`src/hpos_pkg.sv`:
```
// Shared types and constants for the head pose smoother.
// Field widths, fixed-point limits, register indexes and sequencer states.
`timescale 1ns / 1ps
`default_nettype none

package hpos_pkg;

  localparam int ANGLE_W   = 16;
  localparam int MOUTH_W   = 16;
  localparam int MEAN_XZ_W = 13;
  localparam int MEAN_Y_W  = 12;
  localparam int CLASS_W   = 2;
  localparam int STEPS_W   = 5;
  localparam int OFFSET_W  = 14;

  localparam int APB_AW = 4;
  localparam int APB_DW = 32;

  localparam int WINDOW_DEPTH_DEF = 32;
  localparam int START_COUNT      = 8;
  localparam int ENTRY_W          = 2 * MEAN_XZ_W + MEAN_Y_W;

  localparam int QUOT_W = 12;
  localparam int QCNT_W = 4;
  localparam int CALC_W = 19;

  localparam logic signed [CALC_W-1:0] HALF_TURN    = 19'sd23040;
  localparam logic signed [CALC_W-1:0] QUARTER_TURN = 19'sd11520;
  localparam logic signed [CALC_W-1:0] LIMIT_XZ     = 19'sd3840;
  localparam logic signed [CALC_W-1:0] LIMIT_Y      = 19'sd1920;

  localparam logic [MOUTH_W-1:0] MOUTH_OPEN_MIN = 16'd3277;
  localparam logic [MOUTH_W-1:0] MOUTH_WIDE_MIN = 16'd7373;

  localparam logic [CLASS_W-1:0] MOUTH_CLOSED = 2'd0;
  localparam logic [CLASS_W-1:0] MOUTH_OPEN   = 2'd1;
  localparam logic [CLASS_W-1:0] MOUTH_WIDE   = 2'd2;

  localparam logic [STEPS_W-1:0] SMOOTH_STEPS_RST = 5'd8;

  typedef enum logic [1:0] {
    REG_SMOOTH_STEPS,
    REG_X_OFFSET,
    REG_Y_OFFSET,
    REG_Z_OFFSET
  } reg_idx_e;

  typedef enum logic [1:0] {
    AXIS_X,
    AXIS_Y,
    AXIS_Z
  } axis_e;

  typedef enum logic [2:0] {
    ST_IDLE,
    ST_TRIM,
    ST_DROP,
    ST_APPEND,
    ST_LOAD,
    ST_STEP,
    ST_STORE,
    ST_DONE
  } state_e;

endpackage

`default_nettype wire

```
`src/hpos_in_if.sv`:
```
// Input channel of the head pose smoother: one tracking sample per item.
// Depends on hpos_pkg for the field widths.
`timescale 1ns / 1ps
`default_nettype none

interface hpos_in_if import hpos_pkg::*; ();
  logic                      valid;
  logic                      ready;
  logic signed [ANGLE_W-1:0] angle_x;
  logic signed [ANGLE_W-1:0] angle_y;
  logic signed [ANGLE_W-1:0] angle_z;
  logic        [MOUTH_W-1:0] mouth_level;

  modport source (output valid, angle_x, angle_y, angle_z, mouth_level, input ready);
  modport sink   (input valid, angle_x, angle_y, angle_z, mouth_level, output ready);
endinterface

`default_nettype wire

```
`src/hpos_out_if.sv`:
```
// Output channel of the head pose smoother: window means and mouth class.
// Depends on hpos_pkg for the field widths.
`timescale 1ns / 1ps
`default_nettype none

interface hpos_out_if import hpos_pkg::*; ();
  logic                        valid;
  logic                        ready;
  logic signed [MEAN_XZ_W-1:0] mean_x;
  logic signed [MEAN_Y_W-1:0]  mean_y;
  logic signed [MEAN_XZ_W-1:0] mean_z;
  logic        [CLASS_W-1:0]   mouth_class;

  modport source (output valid, mean_x, mean_y, mean_z, mouth_class, input ready);
  modport sink   (input valid, mean_x, mean_y, mean_z, mouth_class, output ready);
endinterface

`default_nettype wire

```
`src/hpos_ram.sv`:
```
// Generic single-write, single-read RAM with registered read data.
// No dependencies.
`timescale 1ns / 1ps
`default_nettype none

module hpos_ram #(
  parameter int WIDTH = 8,
  parameter int DEPTH = 32
) (
  input  wire logic                     clk_i,
  input  wire logic                     we_i,
  input  wire logic [$clog2(DEPTH)-1:0] waddr_i,
  input  wire logic [WIDTH-1:0]         wdata_i,
  input  wire logic [$clog2(DEPTH)-1:0] raddr_i,
  output logic      [WIDTH-1:0]         rdata_o
);

  logic [WIDTH-1:0] mem_q [DEPTH];

  always_ff @(posedge clk_i) begin
    if (we_i) begin
      mem_q[waddr_i] <= wdata_i;
    end
    rdata_o <= mem_q[raddr_i];
  end

endmodule

`default_nettype wire

```
`src/head_pose_offset_clamp_smoother.sv`:
```
// Head pose smoother: remap, offset and clamp each sample, then average a sliding window.
// Depends on hpos_pkg, hpos_in_if, hpos_out_if and hpos_ram.
//
// One sample is taken at a time; input ready stays low until the sample's
// work is done. Each window entry that is dropped adds a pass through the
// drop and trim states (usually one per item once the window is at size).
// The work is set by the shared one-bit-per-cycle divider, which runs 12 steps
// for each of the three axes, and by the window memory, whose read data is
// registered. The finished result sits in an output register, so the next
// sample may be taken while it waits to be read. Window entries never written
// read as zero through per-entry valid bits, which reset clears at once; no
// clearing pass is needed.
`timescale 1ns / 1ps
`default_nettype none

module head_pose_offset_clamp_smoother import hpos_pkg::*; #(
  parameter int WINDOW_DEPTH = WINDOW_DEPTH_DEF
) (
  input  wire logic              clk_i,
  input  wire logic              rst_ni,
  hpos_in_if.sink                in_i,
  hpos_out_if.source             out_o,
  input  wire logic              psel,
  input  wire logic              penable,
  input  wire logic              pwrite,
  input  wire logic [APB_AW-1:0] paddr,
  input  wire logic [APB_DW-1:0] pwdata,
  output logic      [APB_DW-1:0] prdata,
  output logic                   pready
);

  localparam int IDX_W      = $clog2(WINDOW_DEPTH);
  localparam int CNT_W      = $clog2(WINDOW_DEPTH + 1);
  localparam int MAG_W      = QUOT_W + CNT_W;
  localparam int SUM_W      = MAG_W + 1;
  localparam int CMP_W      = (CNT_W > STEPS_W ? CNT_W : STEPS_W) + 1;
  localparam int INIT_COUNT = START_COUNT < WINDOW_DEPTH ? START_COUNT : WINDOW_DEPTH;

  localparam logic [CNT_W-1:0] CNT_INIT = CNT_W'(INIT_COUNT);
  localparam logic [CNT_W-1:0] CNT_FULL = CNT_W'(WINDOW_DEPTH);
  localparam logic [IDX_W-1:0] IDX_LAST = IDX_W'(WINDOW_DEPTH - 1);
  localparam logic [CNT_W:0]   SLOT_WRAP = (CNT_W + 1)'(WINDOW_DEPTH);
  localparam logic [QCNT_W-1:0] QCNT_LAST = QCNT_W'(QUOT_W - 1);

  function automatic logic signed [CALC_W-1:0] clamp_to(
    input logic signed [CALC_W-1:0] v,
    input logic signed [CALC_W-1:0] lim
  );
    logic signed [CALC_W-1:0] r;
    r = v;
    if (v > lim) begin
      r = lim;
    end else if (v < -lim) begin
      r = -lim;
    end
    return r;
  endfunction

  // configuration registers
  logic        [STEPS_W-1:0]  smooth_steps_q;
  logic signed [OFFSET_W-1:0] x_offset_q, y_offset_q, z_offset_q;
  logic                       cfg_wr;

  assign pready = 1'b1;
  assign cfg_wr = psel & penable & pwrite;

  always_ff @(posedge clk_i or negedge rst_ni) begin
    if (!rst_ni) begin
      smooth_steps_q <= SMOOTH_STEPS_RST;
      x_offset_q     <= '0;
      y_offset_q     <= '0;
      z_offset_q     <= '0;
    end else if (cfg_wr) begin
      case (reg_idx_e'(paddr[APB_AW-1:2]))
        REG_SMOOTH_STEPS: smooth_steps_q <= pwdata[STEPS_W-1:0];
        REG_X_OFFSET:     x_offset_q     <= pwdata[OFFSET_W-1:0];
        REG_Y_OFFSET:     y_offset_q     <= pwdata[OFFSET_W-1:0];
        REG_Z_OFFSET:     z_offset_q     <= pwdata[OFFSET_W-1:0];
        default:          ;
      endcase
    end
  end

  always_comb begin
    case (reg_idx_e'(paddr[APB_AW-1:2]))
      REG_SMOOTH_STEPS: prdata = APB_DW'(smooth_steps_q);
      REG_X_OFFSET:     prdata = APB_DW'(x_offset_q);
      REG_Y_OFFSET:     prdata = APB_DW'(y_offset_q);
      REG_Z_OFFSET:     prdata = APB_DW'(z_offset_q);
      default:          prdata = '0;
    endcase
  end

  // remap, offset and clamp of the incoming sample
  logic signed [CALC_W-1:0] ax_c, ay_c, az_c, px_c, py_c, pz_c;
  logic        [CLASS_W-1:0] cls_c;

  always_comb begin
    ax_c = CALC_W'(in_i.angle_x);
    ay_c = CALC_W'(in_i.angle_y);
    az_c = CALC_W'(in_i.angle_z);
    if (!ax_c[CALC_W-1] && (ax_c != '0)) begin
      px_c = ax_c - HALF_TURN;
    end else begin
      px_c = ax_c + HALF_TURN;
    end
    px_c = clamp_to(px_c + CALC_W'(x_offset_q), LIMIT_XZ);
    py_c = clamp_to(CALC_W'(y_offset_q) - ay_c, LIMIT_Y);
    pz_c = clamp_to(az_c - QUARTER_TURN + CALC_W'(z_offset_q), LIMIT_XZ);
    if (in_i.mouth_level >= MOUTH_WIDE_MIN) begin
      cls_c = MOUTH_WIDE;
    end else if (in_i.mouth_level >= MOUTH_OPEN_MIN) begin
      cls_c = MOUTH_OPEN;
    end else begin
      cls_c = MOUTH_CLOSED;
    end
  end

  // sequencer and datapath registers
  state_e                      state_q, state_d;
  logic        [CNT_W-1:0]     count_q, count_d;
  logic        [IDX_W-1:0]     oldest_q, oldest_d;
  logic signed [SUM_W-1:0]     sum_x_q, sum_x_d, sum_y_q, sum_y_d, sum_z_q, sum_z_d;
  logic        [WINDOW_DEPTH-1:0] valid_q, valid_d;
  logic                        out_valid_q, out_valid_d;
  axis_e                       axis_q, axis_d;

  logic        [ENTRY_W-1:0]   pose_q, pose_d;
  logic        [CLASS_W-1:0]   cls_q, cls_d;
  logic        [QCNT_W-1:0]    qcnt_q, qcnt_d;
  logic        [CNT_W-1:0]     rem_q, rem_d;
  logic        [QUOT_W-1:0]    lo_q, lo_d;
  logic                        neg_q, neg_d;
  logic signed [MEAN_XZ_W-1:0] mean_x_q, mean_x_d, mean_z_q, mean_z_d;
  logic signed [MEAN_Y_W-1:0]  mean_y_q, mean_y_d;
  logic signed [MEAN_XZ_W-1:0] out_x_q, out_x_d, out_z_q, out_z_d;
  logic signed [MEAN_Y_W-1:0]  out_y_q, out_y_d;
  logic        [CLASS_W-1:0]   out_cls_q, out_cls_d;

  logic                        ram_we;
  logic        [IDX_W-1:0]     slot;
  logic        [ENTRY_W-1:0]   ram_rdata, ent;
  logic        [CNT_W:0]       slot_sum, trial, diff;
  logic                        drop_need, ge;
  logic signed [MEAN_XZ_W-1:0] ent_x, ent_z, pose_x, pose_z;
  logic signed [MEAN_Y_W-1:0]  ent_y, pose_y;
  logic signed [SUM_W-1:0]     sum_sel;
  logic        [SUM_W-1:0]     mag;
  logic signed [QUOT_W:0]      quot;

  hpos_ram #(
    .WIDTH (ENTRY_W),
    .DEPTH (WINDOW_DEPTH)
  ) u_window (
    .clk_i   (clk_i),
    .we_i    (ram_we),
    .waddr_i (slot),
    .wdata_i (pose_q),
    .raddr_i (oldest_q),
    .rdata_o (ram_rdata)
  );

  assign in_i.ready        = (state_q == ST_IDLE);
  assign out_o.valid       = out_valid_q;
  assign out_o.mean_x      = out_x_q;
  assign out_o.mean_y      = out_y_q;
  assign out_o.mean_z      = out_z_q;
  assign out_o.mouth_class = out_cls_q;

  always_comb begin
    drop_need = (CMP_W'(count_q) > CMP_W'(smooth_steps_q) + CMP_W'(1)) ||
                (count_q >= CNT_FULL);
    slot_sum  = (CNT_W + 1)'(oldest_q) + (CNT_W + 1)'(count_q);
    if (slot_sum >= SLOT_WRAP) begin
      slot = IDX_W'(slot_sum - SLOT_WRAP);
    end else begin
      slot = IDX_W'(slot_sum);
    end

    ent    = valid_q[oldest_q] ? ram_rdata : '0;
    ent_x  = ent[ENTRY_W-1 -: MEAN_XZ_W];
    ent_y  = ent[MEAN_XZ_W +: MEAN_Y_W];
    ent_z  = ent[MEAN_XZ_W-1:0];
    pose_x = pose_q[ENTRY_W-1 -: MEAN_XZ_W];
    pose_y = pose_q[MEAN_XZ_W +: MEAN_Y_W];
    pose_z = pose_q[MEAN_XZ_W-1:0];

    case (axis_q)
      AXIS_X:  sum_sel = sum_x_q;
      AXIS_Y:  sum_sel = sum_y_q;
      AXIS_Z:  sum_sel = sum_z_q;
      default: sum_sel = sum_z_q;
    endcase
    mag = sum_sel[SUM_W-1] ? SUM_W'(-sum_sel) : SUM_W'(sum_sel);

    trial = {rem_q, lo_q[QUOT_W-1]};
    diff  = trial - {1'b0, count_q};
    ge    = (trial >= {1'b0, count_q});
    quot  = neg_q ? -$signed({1'b0, lo_q}) : $signed({1'b0, lo_q});
  end

  always_comb begin
    state_d     = state_q;
    count_d     = count_q;
    oldest_d    = oldest_q;
    sum_x_d     = sum_x_q;
    sum_y_d     = sum_y_q;
    sum_z_d     = sum_z_q;
    valid_d     = valid_q;
    out_valid_d = out_valid_q;
    axis_d      = axis_q;
    pose_d      = pose_q;
    cls_d       = cls_q;
    qcnt_d      = qcnt_q;
    rem_d       = rem_q;
    lo_d        = lo_q;
    neg_d       = neg_q;
    mean_x_d    = mean_x_q;
    mean_y_d    = mean_y_q;
    mean_z_d    = mean_z_q;
    out_x_d     = out_x_q;
    out_y_d     = out_y_q;
    out_z_d     = out_z_q;
    out_cls_d   = out_cls_q;
    ram_we      = 1'b0;

    if (out_valid_q && out_o.ready) begin
      out_valid_d = 1'b0;
    end

    case (state_q)
      ST_IDLE: begin
        if (in_i.valid) begin
          pose_d  = {px_c[MEAN_XZ_W-1:0], py_c[MEAN_Y_W-1:0], pz_c[MEAN_XZ_W-1:0]};
          cls_d   = cls_c;
          state_d = ST_TRIM;
        end
      end
      ST_TRIM: begin
        state_d = drop_need ? ST_DROP : ST_APPEND;
      end
      ST_DROP: begin
        sum_x_d  = sum_x_q - SUM_W'(ent_x);
        sum_y_d  = sum_y_q - SUM_W'(ent_y);
        sum_z_d  = sum_z_q - SUM_W'(ent_z);
        oldest_d = (oldest_q == IDX_LAST) ? '0 : oldest_q + IDX_W'(1);
        count_d  = count_q - CNT_W'(1);
        state_d  = ST_TRIM;
      end
      ST_APPEND: begin
        ram_we        = 1'b1;
        valid_d[slot] = 1'b1;
        sum_x_d       = sum_x_q + SUM_W'(pose_x);
        sum_y_d       = sum_y_q + SUM_W'(pose_y);
        sum_z_d       = sum_z_q + SUM_W'(pose_z);
        count_d       = count_q + CNT_W'(1);
        axis_d        = AXIS_X;
        state_d       = ST_LOAD;
      end
      ST_LOAD: begin
        neg_d   = sum_sel[SUM_W-1];
        rem_d   = mag[MAG_W-1:QUOT_W];
        lo_d    = mag[QUOT_W-1:0];
        qcnt_d  = '0;
        state_d = ST_STEP;
      end
      ST_STEP: begin
        rem_d  = ge ? diff[CNT_W-1:0] : trial[CNT_W-1:0];
        lo_d   = {lo_q[QUOT_W-2:0], ge};
        qcnt_d = qcnt_q + QCNT_W'(1);
        if (qcnt_q == QCNT_LAST) begin
          state_d = ST_STORE;
        end
      end
      ST_STORE: begin
        case (axis_q)
          AXIS_X: begin
            mean_x_d = quot;
            axis_d   = AXIS_Y;
            state_d  = ST_LOAD;
          end
          AXIS_Y: begin
            mean_y_d = quot[MEAN_Y_W-1:0];
            axis_d   = AXIS_Z;
            state_d  = ST_LOAD;
          end
          default: begin
            mean_z_d = quot;
            state_d  = ST_DONE;
          end
        endcase
      end
      ST_DONE: begin
        if (!out_valid_q || out_o.ready) begin
          out_valid_d = 1'b1;
          out_x_d     = mean_x_q;
          out_y_d     = mean_y_q;
          out_z_d     = mean_z_q;
          out_cls_d   = cls_q;
          state_d     = ST_IDLE;
        end
      end
      default: state_d = ST_IDLE;
    endcase
  end

  always_ff @(posedge clk_i or negedge rst_ni) begin
    if (!rst_ni) begin
      state_q     <= ST_IDLE;
      count_q     <= CNT_INIT;
      oldest_q    <= '0;
      sum_x_q     <= '0;
      sum_y_q     <= '0;
      sum_z_q     <= '0;
      valid_q     <= '0;
      out_valid_q <= 1'b0;
      axis_q      <= AXIS_X;
      qcnt_q      <= '0;
    end else begin
      state_q     <= state_d;
      count_q     <= count_d;
      oldest_q    <= oldest_d;
      sum_x_q     <= sum_x_d;
      sum_y_q     <= sum_y_d;
      sum_z_q     <= sum_z_d;
      valid_q     <= valid_d;
      out_valid_q <= out_valid_d;
      axis_q      <= axis_d;
      qcnt_q      <= qcnt_d;
    end
  end

  always_ff @(posedge clk_i) begin
    pose_q    <= pose_d;
    cls_q     <= cls_d;
    rem_q     <= rem_d;
    lo_q      <= lo_d;
    neg_q     <= neg_d;
    mean_x_q  <= mean_x_d;
    mean_y_q  <= mean_y_d;
    mean_z_q  <= mean_z_d;
    out_x_q   <= out_x_d;
    out_y_q   <= out_y_d;
    out_z_q   <= out_z_d;
    out_cls_q <= out_cls_d;
  end

endmodule

`default_nettype wire

```
`src/flat_wrapper.sv`:
```
// flat-port wrapper written by rule: the top's interface ports become plain ports
module head_pose_offset_clamp_smoother_flat import hpos_pkg::*;
#(
  parameter int WINDOW_DEPTH = WINDOW_DEPTH_DEF
)
  (clk_i, rst_ni, psel, penable, pwrite, paddr, pwdata, prdata, pready, in_i_valid, in_i_angle_x, in_i_angle_y, in_i_angle_z, in_i_mouth_level, in_i_ready, out_o_valid, out_o_mean_x, out_o_mean_y, out_o_mean_z, out_o_mouth_class, out_o_ready);
  hpos_in_if in_i_i ();
  hpos_out_if out_o_i ();
  input  wire logic clk_i;
  input  wire logic rst_ni;
  input  wire logic psel;
  input  wire logic penable;
  input  wire logic pwrite;
  input  wire logic [APB_AW-1:0] paddr;
  input  wire logic [APB_DW-1:0] pwdata;
  output logic      [APB_DW-1:0] prdata;
  output logic pready;
  input wire logic [$bits(in_i_i.valid)-1:0] in_i_valid;
  input wire logic [$bits(in_i_i.angle_x)-1:0] in_i_angle_x;
  input wire logic [$bits(in_i_i.angle_y)-1:0] in_i_angle_y;
  input wire logic [$bits(in_i_i.angle_z)-1:0] in_i_angle_z;
  input wire logic [$bits(in_i_i.mouth_level)-1:0] in_i_mouth_level;
  output wire logic [$bits(in_i_i.ready)-1:0] in_i_ready;
  output wire logic [$bits(out_o_i.valid)-1:0] out_o_valid;
  output wire logic [$bits(out_o_i.mean_x)-1:0] out_o_mean_x;
  output wire logic [$bits(out_o_i.mean_y)-1:0] out_o_mean_y;
  output wire logic [$bits(out_o_i.mean_z)-1:0] out_o_mean_z;
  output wire logic [$bits(out_o_i.mouth_class)-1:0] out_o_mouth_class;
  input wire logic [$bits(out_o_i.ready)-1:0] out_o_ready;
  assign in_i_i.valid = in_i_valid;
  assign in_i_i.angle_x = in_i_angle_x;
  assign in_i_i.angle_y = in_i_angle_y;
  assign in_i_i.angle_z = in_i_angle_z;
  assign in_i_i.mouth_level = in_i_mouth_level;
  assign in_i_ready = in_i_i.ready;
  assign out_o_valid = out_o_i.valid;
  assign out_o_mean_x = out_o_i.mean_x;
  assign out_o_mean_y = out_o_i.mean_y;
  assign out_o_mean_z = out_o_i.mean_z;
  assign out_o_mouth_class = out_o_i.mouth_class;
  assign out_o_i.ready = out_o_ready;
  head_pose_offset_clamp_smoother #(.WINDOW_DEPTH(WINDOW_DEPTH)) u_core (.clk_i(clk_i), .rst_ni(rst_ni), .in_i(in_i_i), .out_o(out_o_i), .psel(psel), .penable(penable), .pwrite(pwrite), .paddr(paddr), .pwdata(pwdata), .prdata(prdata), .pready(pready));
endmodule
```
`config.mk`:
```
export PLATFORM = sky130hd
export DESIGN_NAME = head_pose_offset_clamp_smoother_flat
export DESIGN_NICKNAME = d
export VERILOG_FILES = /design/src/hpos_pkg.sv /design/src/hpos_in_if.sv /design/src/hpos_out_if.sv /design/src/hpos_ram.sv /design/src/head_pose_offset_clamp_smoother.sv /design/src/flat_wrapper.sv
export SDC_FILE = /design/constraint.sdc
export NUM_CORES = 2
export LEC_CHECK = 0
export ABC_CLOCK_PERIOD_IN_PS = 7150
export BUFFER_PORTS_ARGS = -buffer_cell sky130_fd_sc_hd__buf_2
export CORE_MARGIN = 3
export CORE_UTILIZATION = 39
export DETAILED_ROUTE_END_ITERATION = 12
export SYNTH_ARGS = -nofsm -noshare
export SYNTH_HDL_FRONTEND = slang
export SYNTH_HIERARCHICAL = 1
export SYNTH_SLANG_ARGS = --single-unit
```
`constraint.sdc`:
```
create_clock -name clk_i -period 7.15 [get_ports clk_i]
set_input_delay 0.3575 -clock clk_i [delete_from_list [all_inputs] [get_ports clk_i]]
set_output_delay 0.3575 -clock clk_i [all_outputs]
set_load 0.01 [all_outputs]
```
==> reports/results.md <==
* finished clean — run status
* 0 — buffer count from post-CTS setup fixing
* 3629 — number of DRC markers after the initial detailed-route iteration
* 0.06777 ns — Final Hold Slack
* 39.47% — Initial Util
* 36.04% — switching power share of the total
* 28.49 nW — leakage power summed over all cells
* 0.81 ns — clock latency on the worst-skew pair
* 31.21 mW — Final Power
* 40825 — Vias
* 0 — DRC viols
* 3 — Worst Hold Depth
* 13.02% — signed area change from the synthesized netlist to the final layout
* 0 — final hold vios
* 177600 um — total wire length after detailed routing
* 172500 um^2 — Core Footprint
* 19.96 mW — Cell Int Power
* compound AO/OA/AOI/OAI gates — cell family contributing the most delay on the critical path
* 1.275 ns — minimum setup slack after placement
* 262400 um — global-route wire length before repair
* clkbuf_16 — Root Buffer
* yes — clock tree from TritonCTS
* 16 — Crit Path Max Fanout
* 0.3387 mV — IR drop worst, VDD
* 4745 — synthesized instance count
* 1 — number of antenna violations at the first check in global routing
* 59.68% — proportion of netlist area held by the largest area contributor
* register — startpoint kind of the worst setup timing path
* input pin to register — Hold/Removal Path Class
* 1353 x edfxtp_1, 636 x mux2i_1, 320 x nand2_1 — most frequent cells in the layout
* 45320 um^2 — combined flip-flop and latch cell area
* 1.16 ns — R2R setup slack
* edfxtp_1 — cell type with the largest total area after synthesis
* 161 — number of clock buffers inserted by TritonCTS
* 1353 — number of enable-type register cells in the synthesized netlist
* 3 — maximum root-to-sink buffer count
* 5.986 ns — fin crit period
* 28.14% — fraction of met1 tracks used by global routing
* 39913 — number of global-route vias before repair
* a2111oi_0 — CP max-delay cell
* edfxtp_1 — most common library cell in the layout ignoring fill and taps
* edfxtp_1 60%, mux2i_1 9.4%, dfrtp_1 5.7%, ha_1 2.8%, a21oi_1 1.9% — Synth area leaders
* 0.8049 — final RePlAce weighted congestion
* 68080 um^2 — netlist area before placement
* 37.5% — fraction of power consumed by sequential logic
* 76950 um^2 — design area
* 15201 — fillcell total
* 1548 — register bit total from synthesis
* 10.14% — ys async rst share
* 109 — maximum number of pins on one net before global-route repair
* 7.82 ns — required time at the worst-slack endpoint
* 19.48% — Overall Global Routing Usage
* 71480 um^2 — Post-DP Area
* 5013 — net count after synthesis
* 90 — unique cell type count in the Yosys netlist
* u_core/oldest_q[0] — launch instance of the worst register-to-register path
* 0.05522 ns — Layout Skew
* 182 — ports placed on the boundary
* 0 — CTS resizes
* u_core/pose_q[13] — worst min-delay path endpoint
* false — RSZ-0062 raised after global routing
* 0 — combined buffer and inverter count along the critical path
* 21210 um^2 — multi-input logic area
* 20 — R2R cell count
* 11.25 mW — total net switching power
* 66.57% — portion of the post-synthesis area used by sequential elements
* 4 — H-tree lvl count
* edfxtp_1 — main flop type after synthesis
* 160 — number of buffer cells added on primary ports
* 26.2% — relative contribution of the clock network to total power
* 14.35 um^2 — average cell area after synthesis
* 0.67 ns — stage delay of the slowest cell on the critical path
* o21ai_0 — most frequent cell on the critical path
* register to register — Worst Setup Path Type
* 6.65 ns — Arrival @ worst endpoint
* 0 ns — total negative setup slack
* 83.72% — Final period util
* met2 — most congested layer reported by global routing
* 0 — overall overflow remaining after global route
* 405.6 nW/um^2 — power density over the cells
* 5.512 — via density per instance
* in_i_angle_y[0] — HP Start
* 12.94% — fraction of layout cells with a size suffix above 1
* 5 — first-pass detailed-route iteration total
* 36.3% — Combinational Power Share
* 2.877% — Global Route met3 Usage
* 0 — # setup viols final
* 1.164 ns — setup slack after layout
* 423.8 um — vertical die dimension
* u_core/sum_x_q[18] — reg2reg end
* 6 — count of synthesis-stage warnings from yosys
* 423.8 um — horizontal die dimension
* 179600 um^2 — die area
* 16.84% — Max-Slew Margin vs Limit
* 0 — # Max-Cap Violations
* 0.1671 GHz — achievable clock frequency
* u_core/oldest_q[0] — first element of the critical path
* register — category of the worst setup path capture point
* 152 — # rows
* 0.06 ns — CTS clk-pin slew, worst paths
* 1548 — Num Clock Sinks
* mux4_2, mux2_2, nand3_1, nand4_1, nand2_1, ha_1, nand2_1, o31ai_1, o21ai_0, a31oi_1, ha_1, o21ai_0, o21ai_0, a2111oi_0, o31ai_1, a21oi_1, o21ai_0, xor2_1, nand2_1, xnor2_1 — cell-by-cell trace of the critical path
* 0 — Slew Viols, Final
* 5219 — number of nets in the layout
* 23.97 um — average wire per cell in the routed design
* 0 — number of nets with antenna violations after routing
* 105800 um — sum of net half-perimeters after detailed placement
* 1.244 ns — worst slew pin tran
* 30.84% — GR Util met2
## logic make-up (layout without fill, tap and decap cells)
logic type | count (synthesis) | count (layout) | share of synthesized area (%)
flip-flops | 1548 | 1548 | 66.57
AND/OR/NAND/NOR | 947 | 947 | 6.519
XOR/XNOR | 142 | 142 | 1.827
AO/OA/AOI/OAI | 884 | 884 | 8.505
other | 1 | 6 | 0.005508
buffers and inverters | 346 | 692 | 2.683
adder cells (fa/ha/maj) | 161 | 161 | 3.069
multiplexers | 716 | 716 | 10.82
## power by group through the flow
stage | Clock [mW] | Sequential, mW | Combinational, mW
after CTS | 8.36 | 11.7 | 11.3
final | 8.19 | 11.7 | 11.3
after global routing | 8.74 | 11.8 | 12.4
after floorplan | 0 | 11.6 | 8.58
after detailed placement | 0 | 11.9 | 11.2
after global placement | 0 | 11.9 | 11.1
## layout make-up
| type | count | share of cell area, % |
|---|---|---|
| Antenna cell | 5 | 0.01626 |
| Clock buffer | 214 | 5.707 |
| Clock inverter | 89 | 1.117 |
| Inverter | 101 | 0.4927 |
| Multi-Input combinational cell | 2851 | 27.56 |
| Sequential cell | 1548 | 58.90 |
| Tap cell | 2310 | 3.756 |
| Timing Repair Buffer | 288 | 2.444 |
## stage by stage
stage | utilization (%) | std cells
after floorplan | - | 4745
after global placement | 41.44 | 7078
after detailed placement | 41.44 | 7078
after CTS | 44.60 | 7401
after global routing | 44.60 | 7401
final | 44.61 | 7406
## metal layers
layer | wire length, um | vias to the layer above | share of wire [%]
met2 | 82250 | 1182 | 46
met5 | 0 | - | 0
met4 | 3819 | 0 | 2.2
met1 | 80980 | 20853 | 46
met3 | 10500 | 214 | 5.9
li1 | - | 18576 | -
## cells in the mapped netlist, types with 8 or more instances
cell type  number
edfxtp_1     1353
mux2i_1       636
nand2_1       322
a21oi_1       259
nor2_1        201
dfrtp_1       155
ha_1          151
nand3_1       151
o21ai_0       137
a22oi_1       120
clkbuf_1      106
inv_1         100
a22o_1         89
nor3_1         80
xor2_1         72
xnor2_1        70
mux2_2         69
a31oi_1        63
a21o_1         59
buf_4          59
buf_2          41
dfxtp_1        38
nor2b_1        30
o31ai_1        28
or3_1          26
nand2b_1       24
buf_6          20
and3_1         19
a211oi_1       18
nand4_1        16
o21a_1         15
or2_2          14
o21bai_1       13
nor4_1         11
fa_1           10
a211o_1         9
and2_1          9
buf_1           9
buf_8           9
mux4_2          9
nand3b_1        8
## tightest hold or removal path: stages
cell and delay [ns]:
buf_2 0.10, ha_1 0.15, nor2_1 0.08
## how the worst max path moves through the flow
stage / endpoint / slack, ns / cells past startpoint
after floorplan: u_core/sum_z_q[18] / 1.61 / 24
after global placement: u_core/sum_x_q[18] / 1.23 / 20
after detailed placement: u_core/sum_x_q[18] / 1.27 / 20
after CTS: u_core/sum_x_q[18] / 1.23 / 20
after global routing: u_core/sum_z_q[18] / 0.61 / 18
final: u_core/sum_x_q[18] / 1.16 / 20
## registers in the layout, summed over array words and instances (netlist names), 14 cells and up
signal and count:
u_core/y_offset_q 14, u_core/z_offset_q 14, u_core/sum_z_q 19, u_core/valid_q 32, u_core/sum_x_q 19, u_core/x_offset_q 14
u_core/pose_q 38, u_core/u_window/mem_q 1216, u_core/u_window/rdata_o 38, u_core/sum_y_q 19
## timing repair
item | in CTS | in global routing
endpoints found under the hold margin | 135 | 0
endpoints found under the setup margin | 0 | 0
hold buffers | 20 | 0
(Power assumes the default switching activity.)
